`src/cbws_pkg.sv`:
```
`default_nettype none

package cbws_pkg;

  localparam int WORD_BITS   = 49;
  localparam int CNT_W       = $clog2(WORD_BITS + 1);
  localparam int POS_W       = $clog2(WORD_BITS);
  localparam int GAP_W       = 16;
  localparam int DLY_W       = 8;
  localparam int CFG_DATA_W  = 16;
  localparam int CFG_IDX_W   = 1;
  localparam int QUEUE_DEPTH = 2;
  localparam int QPTR_W      = $clog2(QUEUE_DEPTH);
  localparam int QCNT_W      = $clog2(QUEUE_DEPTH + 1);

  localparam logic [GAP_W-1:0] GAP_RESET   = GAP_W'(110);
  localparam logic [DLY_W-1:0] DELAY_RESET = DLY_W'(5);

  typedef enum logic [CFG_IDX_W-1:0] {
    CFG_GAP_TICKS    = 1'b0,
    CFG_SAMPLE_DELAY = 1'b1
  } cfg_reg_t;

  localparam logic [7:0] CMD_LED   = 8'h05;
  localparam logic [7:0] CMD_DATE  = 8'ha5;
  localparam logic [7:0] CMD_ZONE0 = 8'h27;
  localparam logic [7:0] CMD_ZONE1 = 8'h2d;
  localparam logic [7:0] CMD_ZONE2 = 8'h34;
  localparam logic [7:0] CMD_ZONE3 = 8'h3e;

  typedef enum logic [2:0] {
    KIND_LED     = 3'd0,
    KIND_DATE    = 3'd1,
    KIND_ZONE0   = 3'd2,
    KIND_ZONE1   = 3'd3,
    KIND_ZONE2   = 3'd4,
    KIND_ZONE3   = 3'd5,
    KIND_UNKNOWN = 3'd6
  } kind_t;

  // A closed word as it leaves the front end.
  typedef struct packed {
    logic [WORD_BITS-1:0] word;
    logic [CNT_W-1:0]     count;
  } cbws_word_t;

  typedef struct packed {
    logic       push;
    cbws_word_t entry;
  } cbws_push_t;

  typedef struct packed {
    logic       valid;
    cbws_word_t entry;
  } cbws_head_t;

  typedef struct packed {
    logic [WORD_BITS-1:0] word_bits;
    logic [CNT_W-1:0]     bits_received;
    logic [7:0]           command;
    logic [2:0]           kind;
    logic [4:0]           led_flags;
    logic [3:0]           year_tens;
    logic [3:0]           year_ones;
    logic [3:0]           month_value;
    logic [4:0]           day_value;
    logic [4:0]           hour_value;
    logic [5:0]           minute_value;
    logic [7:0]           zone_mask;
  } cbws_result_t;

endpackage

`default_nettype wire

```
`src/cbws_queue.sv`:
```
`default_nettype none

module cbws_queue import cbws_pkg::*; (
  input  wire logic       clk,
  input  wire logic       rst_n,
  input  wire cbws_push_t push,
  input  wire logic       pop,
  output logic            full,
  output cbws_head_t      head
);

  cbws_word_t        slot_r [QUEUE_DEPTH];
  logic [QPTR_W-1:0] wr_ptr_r, rd_ptr_r;
  logic [QCNT_W-1:0] count_r;
  logic              do_push, do_pop;

  assign full       = (count_r == QCNT_W'(QUEUE_DEPTH));
  assign head.valid = (count_r != '0);
  assign head.entry = slot_r[rd_ptr_r];
  assign do_push    = push.push && !full;
  assign do_pop     = pop && head.valid;

  always_ff @(posedge clk) begin
    if (do_push) begin
      slot_r[wr_ptr_r] <= push.entry;
    end
  end

  always_ff @(posedge clk) begin
    if (!rst_n) begin
      wr_ptr_r <= '0;
      rd_ptr_r <= '0;
      count_r  <= '0;
    end else begin
      if (do_push) begin
        wr_ptr_r <= (wr_ptr_r == QPTR_W'(QUEUE_DEPTH - 1)) ? '0 : wr_ptr_r + QPTR_W'(1);
      end
      if (do_pop) begin
        rd_ptr_r <= (rd_ptr_r == QPTR_W'(QUEUE_DEPTH - 1)) ? '0 : rd_ptr_r + QPTR_W'(1);
      end
      unique case ({do_push, do_pop})
        2'b10:   count_r <= count_r + QCNT_W'(1);
        2'b01:   count_r <= count_r - QCNT_W'(1);
        default: count_r <= count_r;
      endcase
    end
  end

  a_no_push_when_full: assert property (@(posedge clk) disable iff (!rst_n)
    push.push |-> !full)
    else $error("closed word pushed into a full queue");

  a_count_range: assert property (@(posedge clk) disable iff (!rst_n)
    count_r <= QCNT_W'(QUEUE_DEPTH))
    else $error("queue occupancy out of range");

endmodule

`default_nettype wire

```
`config.mk`:
```
export PLATFORM = sky130hd
export DESIGN_NAME = cbws_queue
export DESIGN_NICKNAME = d
export VERILOG_FILES = /design/src/cbws_pkg.sv /design/src/cbws_queue.sv
export SDC_FILE = /design/constraint.sdc
export NUM_CORES = 1
export LEC_CHECK = 0
export ABC_CLOCK_PERIOD_IN_PS = 2700
export BUFFER_PORTS_ARGS = -buffer_cell sky130_fd_sc_hd__buf_2
export CAP_MARGIN = 20
export CORE_MARGIN = 2
export CORE_UTILIZATION = 40
export CTS_CLUSTER_SIZE = 12
export DETAILED_ROUTE_END_ITERATION = 7
export GPL_TIMING_DRIVEN = 0
export HOLD_SLACK_MARGIN = 0.1
export MAX_ROUTING_LAYER = met4
export PLACE_DENSITY_LB_ADDON = 0.12
export SLEW_MARGIN = 20
export SYNTH_ARGS = -nofsm -noshare
export SYNTH_HDL_FRONTEND = slang
export SYNTH_SLANG_ARGS = --single-unit
```
`constraint.sdc`:
```
create_clock -name clk -period 2.7 [get_ports clk]
set_input_delay 0.675 -clock clk [delete_from_list [all_inputs] [get_ports clk]]
set_output_delay 0.675 -clock clk [all_outputs]
set_load 0.01 [all_outputs]
```
==> flow_summary.ini <==
[floorplanning]
dieArea_sq_um = 11310
num_io_pins = 116
fp-row-count = 37
die_h_um = 106.4
design.core.area_sq_um = 10230
start_util = 0.4097
die-width_um = 106.4

[clock_network]
cts_made_buffers = 17
cts_tree = done
hold_buffers = 0
htree_num_levels = 4
post_cts_resized = 0
postCtsSetupBuffers = 0
clockBufferDepth = 2
cts_root_buf = clkbuf_8
clk_pin_slew_worst_paths_ns = 0.05
cts_sinks = 115
insertion_delay_ns = 0.49

[pwr]
p_seq_frac = 0.404
p_total_mw = 5.742
p_switching_mw = 1.462
swShare = 0.2547
internal_power_mw = 4.280
clkPwrFrac = 0.365
irDropWorstVdd_mv = 0.4213
powerDensity_nw_per_um2 = 1035
pwr-share-comb = 0.231
p_leak_nw = 2.115

[critical_path]
cpLargestDelayFamily = buffers and inverters
crit_path_start_kind = flop
slowest_delay_ns = 0.38
worst-path-buf-inv = 3
crit_top_cell = buf_2
cp_slowest_cell = mux2_2
cp_cell_sequence = buf_2 -> buf_2 -> mux2_2 -> buf_2
arrival_ns = 1.85
critPathKind = reg -> out
worst_ep_required_time_ns = 2.03
worstSetupEndpointType = output pin
cp_max_fo = 10

[sta]
grt_setup_unrepaired = no
slew_viol_final = 0
period_share = 0.9352
tightestPinTransition_ns = 0.3860
skew_ns = 0.006841
timing.setup.tns_ns = 0
min_period_ns = 2.525
fmax_mhz = 396.0
finalHoldViolCount = 0
setup_viol_count_final = 0
hold_ws_ns = 0.3634
relSlewSlack = 0.7427

[layout]
final_cell_mix = buf_2, edfxtp_1, mux2_2, clkbuf_16
seq_area_sq_um = 3403
n_antenna_cell = 0
area_growth_pct = 32.39
fin_cells = 482
nNetsFinal = 393
multi_input_area_sq_um = 752.0
n_fill_cell = 883
drive_above_1_share = 0.6069
final_common_cell = buf_2

[synth]
synth_cell_types = 18
synth.ff_latch_count = 115
syn_inst = 197
syn_area_sq_um = 4192
yosysSeqAreaShare = 0.8119
ys_warn_count = 0
syn-num-nets = 257
avgSynthCellArea_sq_um = 21.28

[global_routing]
grt_max_degree = 32
grt_usage = 0.1422
antenna_found_initial = 0
grt_pass1_wl_um = 11480
grt_pass1_vias = 2335
grt_overflow = 0

[routing]
ant_nets = 0
detailedRoute.firstIterationViolations = 56
via_count = 2194
drt-pass1-iter-count = 4
totalWireLength_um = 7504
wire_per_inst_um = 15.57
vias_per_cell = 4.552
drc = 0

[place]
post-dp-hpwl_um = 5078
placed_cells = 450
port-buffer-count = 115
gp_congestion = 0.6719

[hold_path]
hold_path.class = in -> reg

[job]
maxCapViolations = 0

[outcome]
status = finished clean
## cells in the mapped netlist (all sizes together)
cell type    n  area, sq um
a21boi       2        15.01
and2         1        6.260
and3         1        6.260
buf          6        30.03
dfxtp        5        100.1
edfxtp     110         3303
ha           1        12.51
inv          3        11.26
mux2        55        619.3
nand2        1        3.750
nand2b       1        8.760
nor2b        2        12.51
o21a         1        7.510
o21ai        2        10.01
or2          1        6.260
or3          2        12.51
xnor2        3        26.28
## through the flow
step | worst slack, ns | instance area, sq um | util
global route | 0.01914 | 5549 | 0.5424
global placement | -0.7178 | 4937 | 0.4826
CTS | 0.09767 | 5549 | 0.5424
floorplan | 0.1439 | 4192 | -
detailed placement | 0.5324 | 4985 | 0.4872
finish | 0.1749 | 5549 | 0.5424
## path summary, 6_finish.rpt
path                                  from       endpoint  slack [ns]  depth (start not counted)
worst max-delay path                  flop       head[45]        0.17                          4
worst min-delay path              push[50]  slot_r[1][50]        0.36                          1
worst max register to register  count_r[0]  slot_r[0][31]        0.80                          5
worst min register to register    wr_ptr_r       wr_ptr_r        0.50                          2
## state kept, by name (all words and copies together), names as in the netlist, named ones only
name	flops
wr_ptr_r	1
rd_ptr_r	1
count_r	2
slot_r	110
## metal layers
layer	up-vias	GRT usage	wire length, um
met5	-	-	0
met4	0	0.06579	61
met3	8	0.05702	469
met2	70	0.2321	3981
met1	1067	0.1519	2992
li1	1049	-	-
## kinds of logic after synthesis
group | count (synthesis) | synth area share
flops | 115 | 0.8119
mux | 55 | 0.1478
buf+inv | 9 | 0.009851
simple gates | 9 | 0.01343
compound gates | 5 | 0.007761
xor+xnor | 3 | 0.006270
fa+ha+maj | 1 | 0.002985
## power by group through the flow
| stage | registers (mW) | logic [mW] | clock network [mW] |
|---|---|---|---|
| 2_1_floorplan | 2.35 | 0.838 | 0 |
| 3_3_place_gp | 2.37 | 1.31 | 0 |
| 3_5_place_dp | 2.36 | 1.36 | 0 |
| 4_1_cts | 2.32 | 1.37 | 2.15 |
| 5_1_grt | 2.34 | 1.45 | 2.23 |
| 6_report | 2.32 | 1.32 | 2.10 |
## cell type report
type,count,share of cell area
repair buffers,117,0.1109
multi-input cells,73,0.1355
clock buffers,20,0.07666
well taps,136,0.03067
inverters,3,0.002480
plain buffers,6,0.005412
clock inverters,12,0.02503
flip-flops and latches,115,0.6133
Note: power is estimated with default switching activity, not from simulation.
