--- src/cbws_pkg.sv ---
`default_nettype none

package cbws_pkg;

  localparam int WORD_BITS   = 49;
  localparam int CNT_W       = $clog2(WORD_BITS + 1);
  localparam int POS_W       = $clog2(WORD_BITS);
  localparam int GAP_W       = 16;
  localparam int DLY_W       = 8;
  localparam int CFG_DATA_W  = 16;
  localparam int CFG_IDX_W   = 1;
  localparam int QUEUE_DEPTH = 2;
  localparam int QPTR_W      = $clog2(QUEUE_DEPTH);
  localparam int QCNT_W      = $clog2(QUEUE_DEPTH + 1);

  localparam logic [GAP_W-1:0] GAP_RESET   = GAP_W'(110);
  localparam logic [DLY_W-1:0] DELAY_RESET = DLY_W'(5);

  typedef enum logic [CFG_IDX_W-1:0] {
    CFG_GAP_TICKS    = 1'b0,
    CFG_SAMPLE_DELAY = 1'b1
  } cfg_reg_t;

  localparam logic [7:0] CMD_LED   = 8'h05;
  localparam logic [7:0] CMD_DATE  = 8'ha5;
  localparam logic [7:0] CMD_ZONE0 = 8'h27;
  localparam logic [7:0] CMD_ZONE1 = 8'h2d;
  localparam logic [7:0] CMD_ZONE2 = 8'h34;
  localparam logic [7:0] CMD_ZONE3 = 8'h3e;

  typedef enum logic [2:0] {
    KIND_LED     = 3'd0,
    KIND_DATE    = 3'd1,
    KIND_ZONE0   = 3'd2,
    KIND_ZONE1   = 3'd3,
    KIND_ZONE2   = 3'd4,
    KIND_ZONE3   = 3'd5,
    KIND_UNKNOWN = 3'd6
  } kind_t;

  // A closed word as it leaves the front end.
  typedef struct packed {
    logic [WORD_BITS-1:0] word;
    logic [CNT_W-1:0]     count;
  } cbws_word_t;

  typedef struct packed {
    logic       push;
    cbws_word_t entry;
  } cbws_push_t;

  typedef struct packed {
    logic       valid;
    cbws_word_t entry;
  } cbws_head_t;

  typedef struct packed {
    logic [WORD_BITS-1:0] word_bits;
    logic [CNT_W-1:0]     bits_received;
    logic [7:0]           command;
    logic [2:0]           kind;
    logic [4:0]           led_flags;
    logic [3:0]           year_tens;
    logic [3:0]           year_ones;
    logic [3:0]           month_value;
    logic [4:0]           day_value;
    logic [4:0]           hour_value;
    logic [5:0]           minute_value;
    logic [7:0]           zone_mask;
  } cbws_result_t;

endpackage

`default_nettype wire

--- src/cbws_in_if.sv ---
`default_nettype none

interface cbws_in_if;
  logic valid;
  logic ready;
  logic clock_level;
  logic data_level;

  modport source (output valid, output clock_level, output data_level, input ready);
  modport sink   (input valid, input clock_level, input data_level, output ready);
endinterface

`default_nettype wire

--- src/cbws_front.sv ---
`default_nettype none

module cbws_front import cbws_pkg::*; (
  input  wire logic                  clk,
  input  wire logic                  rst_n,
  cbws_in_if.sink                    in_ch,
  input  wire logic                  cfg_we,
  input  wire logic [CFG_IDX_W-1:0]  cfg_index,
  input  wire logic [CFG_DATA_W-1:0] cfg_wdata,
  input  wire logic                  q_full,
  output cbws_push_t                 push
);

  logic [GAP_W-1:0]     gap_r;
  logic [DLY_W-1:0]     sdelay_r;
  logic                 high_seen_r, high_seen_nxt;
  logic [GAP_W-1:0]     elapsed_r, elapsed_nxt;
  logic [DLY_W-1:0]     delay_cnt_r, delay_cnt_nxt;
  logic                 awaiting_r, awaiting_nxt;
  logic [CNT_W-1:0]     bit_idx_r, bit_idx_nxt;
  logic [WORD_BITS-1:0] word_r, word_nxt;

  logic                 in_fire;
  logic [GAP_W-1:0]     elapsed_inc;
  logic [DLY_W-1:0]     delay_dec;
  logic [POS_W-1:0]     bit_pos;
  logic                 emit;

  // The queue only fills when the back end stalls; a beat is taken whenever a slot is free.
  assign in_ch.ready = !q_full;
  assign in_fire     = in_ch.valid && !q_full;

  assign elapsed_inc = (elapsed_r != '1) ? elapsed_r + GAP_W'(1) : elapsed_r;
  assign delay_dec   = (delay_cnt_r != '0) ? delay_cnt_r - DLY_W'(1) : '0;
  assign bit_pos     = POS_W'(WORD_BITS - 1) - bit_idx_r[POS_W-1:0];

  always_comb begin
    high_seen_nxt = high_seen_r;
    elapsed_nxt   = elapsed_r;
    delay_cnt_nxt = delay_cnt_r;
    awaiting_nxt  = awaiting_r;
    bit_idx_nxt   = bit_idx_r;
    word_nxt      = word_r;
    emit          = 1'b0;
    if (in_fire) begin
      elapsed_nxt = elapsed_inc;
      priority if (awaiting_r) begin
        delay_cnt_nxt = delay_dec;
        if (delay_dec == '0) begin
          awaiting_nxt = 1'b0;
          if (bit_idx_r < CNT_W'(WORD_BITS)) begin
            word_nxt[bit_pos] = !in_ch.data_level;
            bit_idx_nxt       = bit_idx_r + CNT_W'(1);
          end
        end
      end else if (in_ch.clock_level) begin
        high_seen_nxt = 1'b1;
      end else if (high_seen_r) begin
        // Falling edge: a long quiet gap closes the word before this bit.
        if (elapsed_inc > gap_r) begin
          emit        = 1'b1;
          bit_idx_nxt = '0;
        end
        elapsed_nxt   = '0;
        high_seen_nxt = 1'b0;
        delay_cnt_nxt = (sdelay_r != '0) ? sdelay_r : DLY_W'(1);
        awaiting_nxt  = 1'b1;
      end
    end
  end

  assign push.push        = emit;
  assign push.entry.word  = word_r;
  assign push.entry.count = bit_idx_r;

  always_ff @(posedge clk) begin
    if (!rst_n) begin
      gap_r       <= GAP_RESET;
      sdelay_r    <= DELAY_RESET;
      high_seen_r <= 1'b0;
      elapsed_r   <= '0;
      delay_cnt_r <= '0;
      awaiting_r  <= 1'b0;
      bit_idx_r   <= '0;
      word_r      <= '0;
    end else begin
      if (cfg_we) begin
        unique case (cfg_reg_t'(cfg_index))
          CFG_GAP_TICKS:    gap_r    <= cfg_wdata[GAP_W-1:0];
          CFG_SAMPLE_DELAY: sdelay_r <= cfg_wdata[DLY_W-1:0];
          default:          ;
        endcase
      end
      high_seen_r <= high_seen_nxt;
      elapsed_r   <= elapsed_nxt;
      delay_cnt_r <= delay_cnt_nxt;
      awaiting_r  <= awaiting_nxt;
      bit_idx_r   <= bit_idx_nxt;
      word_r      <= word_nxt;
    end
  end

  a_bit_idx_range: assert property (@(posedge clk) disable iff (!rst_n)
    bit_idx_r <= CNT_W'(WORD_BITS))
    else $error("bit index ran past the word length");

  a_pending_has_delay: assert property (@(posedge clk) disable iff (!rst_n)
    awaiting_r |-> (delay_cnt_r != '0))
    else $error("sample pending with an expired delay count");

endmodule

`default_nettype wire

--- src/flat_wrapper.sv ---
// flat-port wrapper written by rule: the top's interface ports become plain ports
module cbws_front_flat import cbws_pkg::*;
  (clk, rst_n, cfg_we, cfg_index, cfg_wdata, q_full, push, in_ch_valid, in_ch_clock_level, in_ch_data_level, in_ch_ready);
  cbws_in_if in_ch_i ();
  input  wire logic clk;
  input  wire logic rst_n;
  input  wire logic cfg_we;
  input  wire logic [CFG_IDX_W-1:0] cfg_index;
  input  wire logic [CFG_DATA_W-1:0] cfg_wdata;
  input  wire logic q_full;
  output cbws_push_t push;
  input wire logic [$bits(in_ch_i.valid)-1:0] in_ch_valid;
  input wire logic [$bits(in_ch_i.clock_level)-1:0] in_ch_clock_level;
  input wire logic [$bits(in_ch_i.data_level)-1:0] in_ch_data_level;
  output wire logic [$bits(in_ch_i.ready)-1:0] in_ch_ready;
  assign in_ch_i.valid = in_ch_valid;
  assign in_ch_i.clock_level = in_ch_clock_level;
  assign in_ch_i.data_level = in_ch_data_level;
  assign in_ch_ready = in_ch_i.ready;
  cbws_front u_core (.clk(clk), .rst_n(rst_n), .in_ch(in_ch_i), .cfg_we(cfg_we), .cfg_index(cfg_index), .cfg_wdata(cfg_wdata), .q_full(q_full), .push(push));
endmodule
--- config.mk ---
export PLATFORM = sky130hd
export DESIGN_NAME = cbws_front_flat
export DESIGN_NICKNAME = d
export VERILOG_FILES = /design/src/cbws_pkg.sv /design/src/cbws_in_if.sv /design/src/cbws_front.sv /design/src/flat_wrapper.sv
export SDC_FILE = /design/constraint.sdc
export NUM_CORES = 1
export LEC_CHECK = 0
export BUFFER_PORTS_ARGS = -buffer_cell sky130_fd_sc_hd__buf_2
export CAP_MARGIN = 20
export CORE_ASPECT_RATIO = 0.7
export CORE_MARGIN = 10
export CORE_UTILIZATION = 50
export DETAILED_ROUTE_END_ITERATION = 8
export PLACE_DENSITY = 0.74
export SLEW_MARGIN = 20
export SYNTH_ARGS = -nofsm -noshare
export SYNTH_HDL_FRONTEND = slang
export SYNTH_SLANG_ARGS = --single-unit
--- constraint.sdc ---
create_clock -name clk -period 3.75 [get_ports clk]
set_clock_uncertainty 0.15 [all_clocks]
set_input_delay 0.1875 -clock clk [delete_from_list [all_inputs] [get_ports clk]]
set_output_delay 0.1875 -clock clk [all_outputs]
set_load 0.01 [all_outputs]
==> impl_metrics.env, run 1 <==
export IMPL_power_density_nw_per_um2=343
export IMPL_finalSetupViolCount=0
export IMPL_design_core_area_um2=10500
export IMPL_avgSynthCellArea_um2=8.32
export IMPL_reg2reg_to="u_core.bit_idx_r[1]"
export IMPL_maxCapViolCount=0
export IMPL_portBuffers=80
export IMPL_hp_class="input pin to flop"
export IMPL_crit_required_ns=3.41
export IMPL_yosysSeqAreaShare=0.386
export IMPL_nFillCells=929
export IMPL_vias_per_cell=5.96
export IMPL_crit_type="flop to output port"
export IMPL_totalWireLength_um=15500
export IMPL_drt_drc_violations_left=0
export IMPL_max_freq_ghz=0.279
export IMPL_reg2reg_depth=13
export IMPL_cp_start_kind="flop"
export IMPL_initial_core_util=0.519
export IMPL_status="finished, final reports clean"
export IMPL_endpoint="push[55]"
export IMPL_clock_sinks=105
export IMPL_clk_pin_slew_ns=0.07
export IMPL_async_flop_share=0
export IMPL_row_count=31
export IMPL_yosys_cell_count_top_type="nand2_1"
export IMPL_nets=775
export IMPL_r2r_start="u_core.elapsed_r[5]"
export IMPL_hold_viol=0
export IMPL_finalNonFillerCells=868
export IMPL_rrSetupSlack_ns=0.30
export IMPL_clock_root_buffer="clkbuf_16"
export IMPL_grt_max_degree=38
export IMPL_antenna_found_initial=0
export IMPL_place_gp_congestion=0.915
export IMPL_cts_tree="done"
export IMPL_relSlewSlack=0.499
export IMPL_synth_seq_cells=105
export IMPL_preCtsSetupSlack_ns=0.254
export IMPL_diodes=0
export IMPL_arrival_ns=3.24
export IMPL_timing_final_ws_setup_ns=0.171
export IMPL_ys_types=68
export IMPL_fin_crit_sh=0.954
export IMPL_yosys_warnings=0
export IMPL_crit_path_max_incr_delay_ns=0.45
export IMPL_utilization=0.615
export IMPL_crit_chain="nand3_1, or3_1, nor2_2, and3_1, mux2i_2, ha_1, nand4_1, nor3_2, a21boi_0, o31a_1, buf_2"
export IMPL_dp_hpwl_um=11300
export IMPL_insertion_delay_ns=0.35
export IMPL_grt_first_pass_wirelength_um=24900
export IMPL_finalSetupTns_ns=0
export IMPL_synth_edf_count=0
export IMPL_cp_max_fo=5
export IMPL_grt_use_total=0.196
export IMPL_worstSetupStartpoint="u_core.elapsed_r[5]"
export IMPL_grt_overflow=0
export IMPL_h_tree_depth=3
export IMPL_synth_top_cell_area_share=0.386
export IMPL_drt_pass1_iterations=6
export IMPL_syn_num_nets=698
export IMPL_layout_drive_gt1_share=0.178
export IMPL_final_max_slew_viol_count=0
export IMPL_die_y_um=107
export IMPL_dp_cells=833
export IMPL_ys_top_cells_by_count="nand2_1 (111), dfxtp_1 (105), a21oi_1 (43)"
export IMPL_min_period_ns=3.58
export IMPL_synth_area_leader_cell="dfxtp_1"
export IMPL_cts_max_path_buffers=2
export IMPL_drt_initial_drc_count=523
export IMPL_numCtsBuffers=9
export IMPL_p_leak_nw=2.76
export IMPL_grt_pass1_vias=4934
export IMPL_die_w_um=145
export IMPL_synth_ff_type="dfxtp_1"
export IMPL_synth_area_leaders="dfxtp_1 (39%), nand2_1 (7.7%), mux2i_1 (5.0%)"
export IMPL_vias=5173
export IMPL_drtAntennaViolNets=0
export IMPL_synthToLayoutAreaGrowth_pct=18.3
export IMPL_worstHoldStart="cfg_index"
export IMPL_syn_area_um2=5440
export IMPL_cp_end_kind="output port"
export IMPL_slowest_stage="or3_1"
export IMPL_tightest_slew_ns=0.749
export IMPL_vdd_drop_max_mv=0.238
export IMPL_min_path_cells=4
export IMPL_dieArea_um2=15500
export IMPL_num_io_pins=81
export IMPL_synthCells=654
export IMPL_wl_per_cell_um=17.9
state kept, by name, summed over array words and instances, names as in the netlist:
name	cells
u_core.bit_idx_r	6
u_core.awaiting_r	1
u_core.elapsed_r	16
u_core.high_seen_r	1
u_core.sdelay_r	8
u_core.word_r	49
u_core.delay_cnt_r	8
u_core.gap_r	16
worst max-delay path, delay by kind of cell (launching register included):
| kind | cells | cell delay, ns |
|---|---|---|
| AO/OA/AOI/OAI | 2 | 0.44 |
| adder cells (fa/ha/maj) | 1 | 0.20 |
| AND/OR/NAND/NOR | 6 | 1.38 |
| multiplexers | 1 | 0.30 |
| flip-flops | 1 | 0.40 |
| buffers and inverters | 1 | 0.17 |
logic make-up after synthesis:
| group | share of synthesized area |
|---|---|
| compound gates | 0.209 |
| xor+xnor | 0.0322 |
| fa+ha+maj | 0.0460 |
| buf+inv | 0.0527 |
| flops | 0.386 |
| mux | 0.0518 |
| simple gates | 0.222 |
how the worst min path moves through the flow:
stage	end	slack, ns
2_1_floorplan	u_core.word_r[17]	0.15
3_3_place_gp	u_core.gap_r[8]	0.28
3_5_place_dp	u_core.sdelay_r[0]	0.28
4_1_cts	u_core.gap_r[14]	0.007
5_1_grt	u_core.gap_r[12]	0.05
6_report	u_core.gap_r[14]	0.02
what timing repair did:
item / in CTS / in global routing
hold buffers: 18 / 0
endpoints found under the setup margin: 1 / 6
pin swaps: 1 / 2
endpoints found under the hold margin: 29 / 0
setup buffers: 1 / 0
gates cloned: 0 / 0
resized for setup: 1 / 12
where the power goes:
group	switching (mW)	internal, mW
registers	0.0126	1.13
clock network	0.445	0.463
logic	0.0978	0.0599
total	0.555	1.65
stage by stage:
step / cell area [um^2] / hold slack (ns) / total power, mW
2_1_floorplan: 5440 / 0.147 / 1.26
3_3_place_gp: 5910 / 0.280 / 1.30
3_5_place_dp: 5910 / 0.283 / 1.31
4_1_cts: 6390 / 0.00660 / 2.21
5_1_grt: 6440 / 0.0506 / 2.28
6_report: 6440 / 0.0177 / 2.21
metal layers:
layer | wire [um] | vias to the layer above | share of wire | track usage
li1 | - | 2508 | - | -
met2 | 6770 | 201 | 0.44 | 0.288
met1 | 7270 | 2446 | 0.47 | 0.278
met3 | 1300 | 18 | 0.084 | 0.0489
met5 | 0 | - | 0 | 0
met4 | 176 | 0 | 0.011 | 0.0518
cells in the final DEF, fill, tap and decap left out, types with 9 or more instances in the layout:
master / count
clkbuf_16: 9
o31ai_1: 21
xnor2_1: 15
nand2_1: 111
a31oi_1: 10
nor2_1: 29
nor3_1: 16
dfxtp_1: 102
nand3_1: 19
nor2b_1: 9
nand2b_1: 10
mux2i_1: 26
ha_1: 19
buf_2: 80
buf_4: 12
a21oi_1: 43
o21ai_0: 12
inv_1: 27
o211ai_1: 24
and3_1: 10
dlygate4sd3_1: 18
area by class of cell:
type | count | area, um^2 | share of cell area
Clock buffer | 11 | 233 | 0.0362
Sequential cell | 105 | 2110 | 0.327
Tap cell | 132 | 165 | 0.0257
Multi-Input combinational cell | 476 | 3100 | 0.482
Clock inverter | 5 | 51.3 | 0.00797
Inverter | 29 | 109 | 0.0169
Timing Repair Buffer | 110 | 671 | 0.104
No activity file was read; power rests on OpenSTA's default activity.
==> run 2, diff against run 1 <==
MAX_ROUTING_LAYER = met4   (was not set)
==> impl_metrics.env, run 2 (same netlist as run 1, synthesis figures left out) <==
export IMPL_status="finished, final reports clean"
export IMPL_row_count=31
export IMPL_antenna_found_initial=0
export IMPL_drtAntennaViolNets=0
export IMPL_clk_pin_slew_ns=0.08
export IMPL_hold_viol=0
export IMPL_tightest_slew_ns=0.798
export IMPL_crit_type="flop to output port"
export IMPL_grt_use_total=0.206
export IMPL_cp_max_fo=6
export IMPL_cts_max_path_buffers=2
export IMPL_final_cell_area_um2=6460
export IMPL_arrival_ns=3.30
export IMPL_num_io_pins=81
export IMPL_layout_drive_gt1_share=0.178
export IMPL_nets=775
export IMPL_vdd_drop_max_mv=0.293
export IMPL_drt_drc_violations_left=0
export IMPL_clock_root_buffer="clkbuf_16"
export IMPL_drt_pass1_iterations=5
export IMPL_numCtsBuffers=9
export IMPL_cts_tree="done"
export IMPL_totalWireLength_um=15800
export IMPL_synthToLayoutAreaGrowth_pct=18.7
export IMPL_nFillCells=919
export IMPL_maxCapViolCount=0
export IMPL_hp_class="input pin to flop"
export IMPL_mostFrequentLayoutCells="nand2_1 (111), dfxtp_1 (103), buf_2 (80)"
export IMPL_die_w_um=145
export IMPL_crit_required_ns=3.41
export IMPL_reg_top3="u_core.word_r: 49 flops, u_core.elapsed_r: 16 flops, u_core.gap_r: 16 flops"
export IMPL_finalSetupViolCount=0
export IMPL_initial_core_util=0.519
export IMPL_cp_start_kind="flop"
export IMPL_final_max_slew_viol_count=0
export IMPL_grt_pass1_vias=4925
export IMPL_h_tree_depth=3
export IMPL_min_period_ns=3.64
export IMPL_final_seq_area_um2=2100
export IMPL_final_common_cell="nand2_1"
export IMPL_relSlewSlack=0.466
export IMPL_die_y_um=107
export IMPL_vias_per_cell=6.10
export IMPL_placed_cell_area_um2=5910
export IMPL_cp_end_kind="output port"
export IMPL_power_density_nw_per_um2=359
export IMPL_largest_register="u_core.word_r"
export IMPL_finalNonFillerCells=868
export IMPL_portBuffers=80
export IMPL_totalPowerFinal_mw=2.32
export IMPL_pwr_share_clk=0.439
export IMPL_internal_power_mw=1.74
export IMPL_dieArea_um2=15500
export IMPL_dp_cells=833
export IMPL_power_frac_comb=0.069
export IMPL_p_switching_uw=577
export IMPL_grt_first_pass_wirelength_um=25300
export IMPL_wl_per_cell_um=18.2
export IMPL_largest_reg_flops=49
export IMPL_max_freq_ghz=0.275
export IMPL_diodes=0
export IMPL_multi_input_area_um2=3090
export IMPL_vias=5297
export IMPL_insertion_delay_ns=0.35
export IMPL_design_core_area_um2=10500
export IMPL_dp_hpwl_um=11200
export IMPL_fin_crit_sh=0.970
export IMPL_clock_sinks=105
export IMPL_grt_overflow=0
export IMPL_drt_initial_drc_count=594
export IMPL_p_leak_nw=2.78
export IMPL_place_gp_congestion=0.901
export IMPL_grt_max_degree=38
export IMPL_p_seq_frac=0.492
export IMPL_p_sw_frac=0.249
==> run 2: changes by cell type in the layout (fill, tap and decap cells not counted), sizes merged <==
cell and change:
clkinv -2, inv +2, bufinv +1, clkbuf -1
==> run 2: cell type report <==
cell class,count,area share
sequential,105,0.326
clock buffer,10,0.0370
multi-input combinational,476,0.478
tap,132,0.0256
inverter,29,0.0169
timing repair buffer,110,0.104
clock inverter,6,0.0126
==> run 2: repair_timing <==
action | 4_1_cts | 5_1_grt
cloned | 0 | 0
pin swaps | 1 | 1
endpoints found under the hold margin | 29 | 0
hold buffers | 18 | 0
buffers inserted | 1 | 0
resized for setup | 1 | 9
endpoints found under the setup margin | 1 | 7
==> run 2: stage by stage <==
step	util	setup WS, ns	hold WS (ns)	TNS, ns
after floorplan	-	0.526	0.147	0
after global placement	0.564	0.420	0.280	0
after detailed placement	0.564	0.161	0.282	0
after CTS	0.613	0.0714	0.00344	0
after global routing	0.617	-0.0458	0.0407	-0.0458
final	0.617	0.113	0.00361	0
==> run 2: final timing paths <==
kind	from	end	slack, ns	cells past startpoint
worst max register to register	u_core.elapsed_r[5]	u_core.bit_idx_r[1]	0.31	12
worst min-delay path	cfg_index	u_core.gap_r[14]	0.004	4
worst max-delay path	u_core.elapsed_r[0]	push[55]	0.11	13
worst min register to register	u_core.word_r[30]	u_core.word_r[30]	0.31	2
==> run 2: metal layers <==
metal	vias to the layer above	share of wire	global-route usage
li1	2504	-	-
met1	2536	0.48	0.296
met2	235	0.44	0.293
met3	22	0.069	0.0392
met4	0	0.011	0.0410
met5	-	0	-
==> run 2: power groups by stage <==
stage / logic, mW / registers (mW) / clock network [mW]
global placement: 0.133 / 1.17 / 0
floorplan: 0.0942 / 1.16 / 0
global route: 0.175 / 1.14 / 1.08
CTS: 0.153 / 1.14 / 1.03
detailed placement: 0.137 / 1.17 / 0
finish: 0.159 / 1.14 / 1.02
==> run 2: worst max-delay path: stages, from the launching register on <==
cell and delay [ns]:
dfxtp_2 0.35, ha_2 0.21, nand3_1 0.16, nor2_4 0.07
buf_4 0.16, a31oi_1 0.35, nand2_1 0.15, xnor2_1 0.18
ha_1 0.33, nand4_1 0.11, nor3_2 0.24, a21boi_0 0.27
o31a_1 0.20, buf_2 0.16
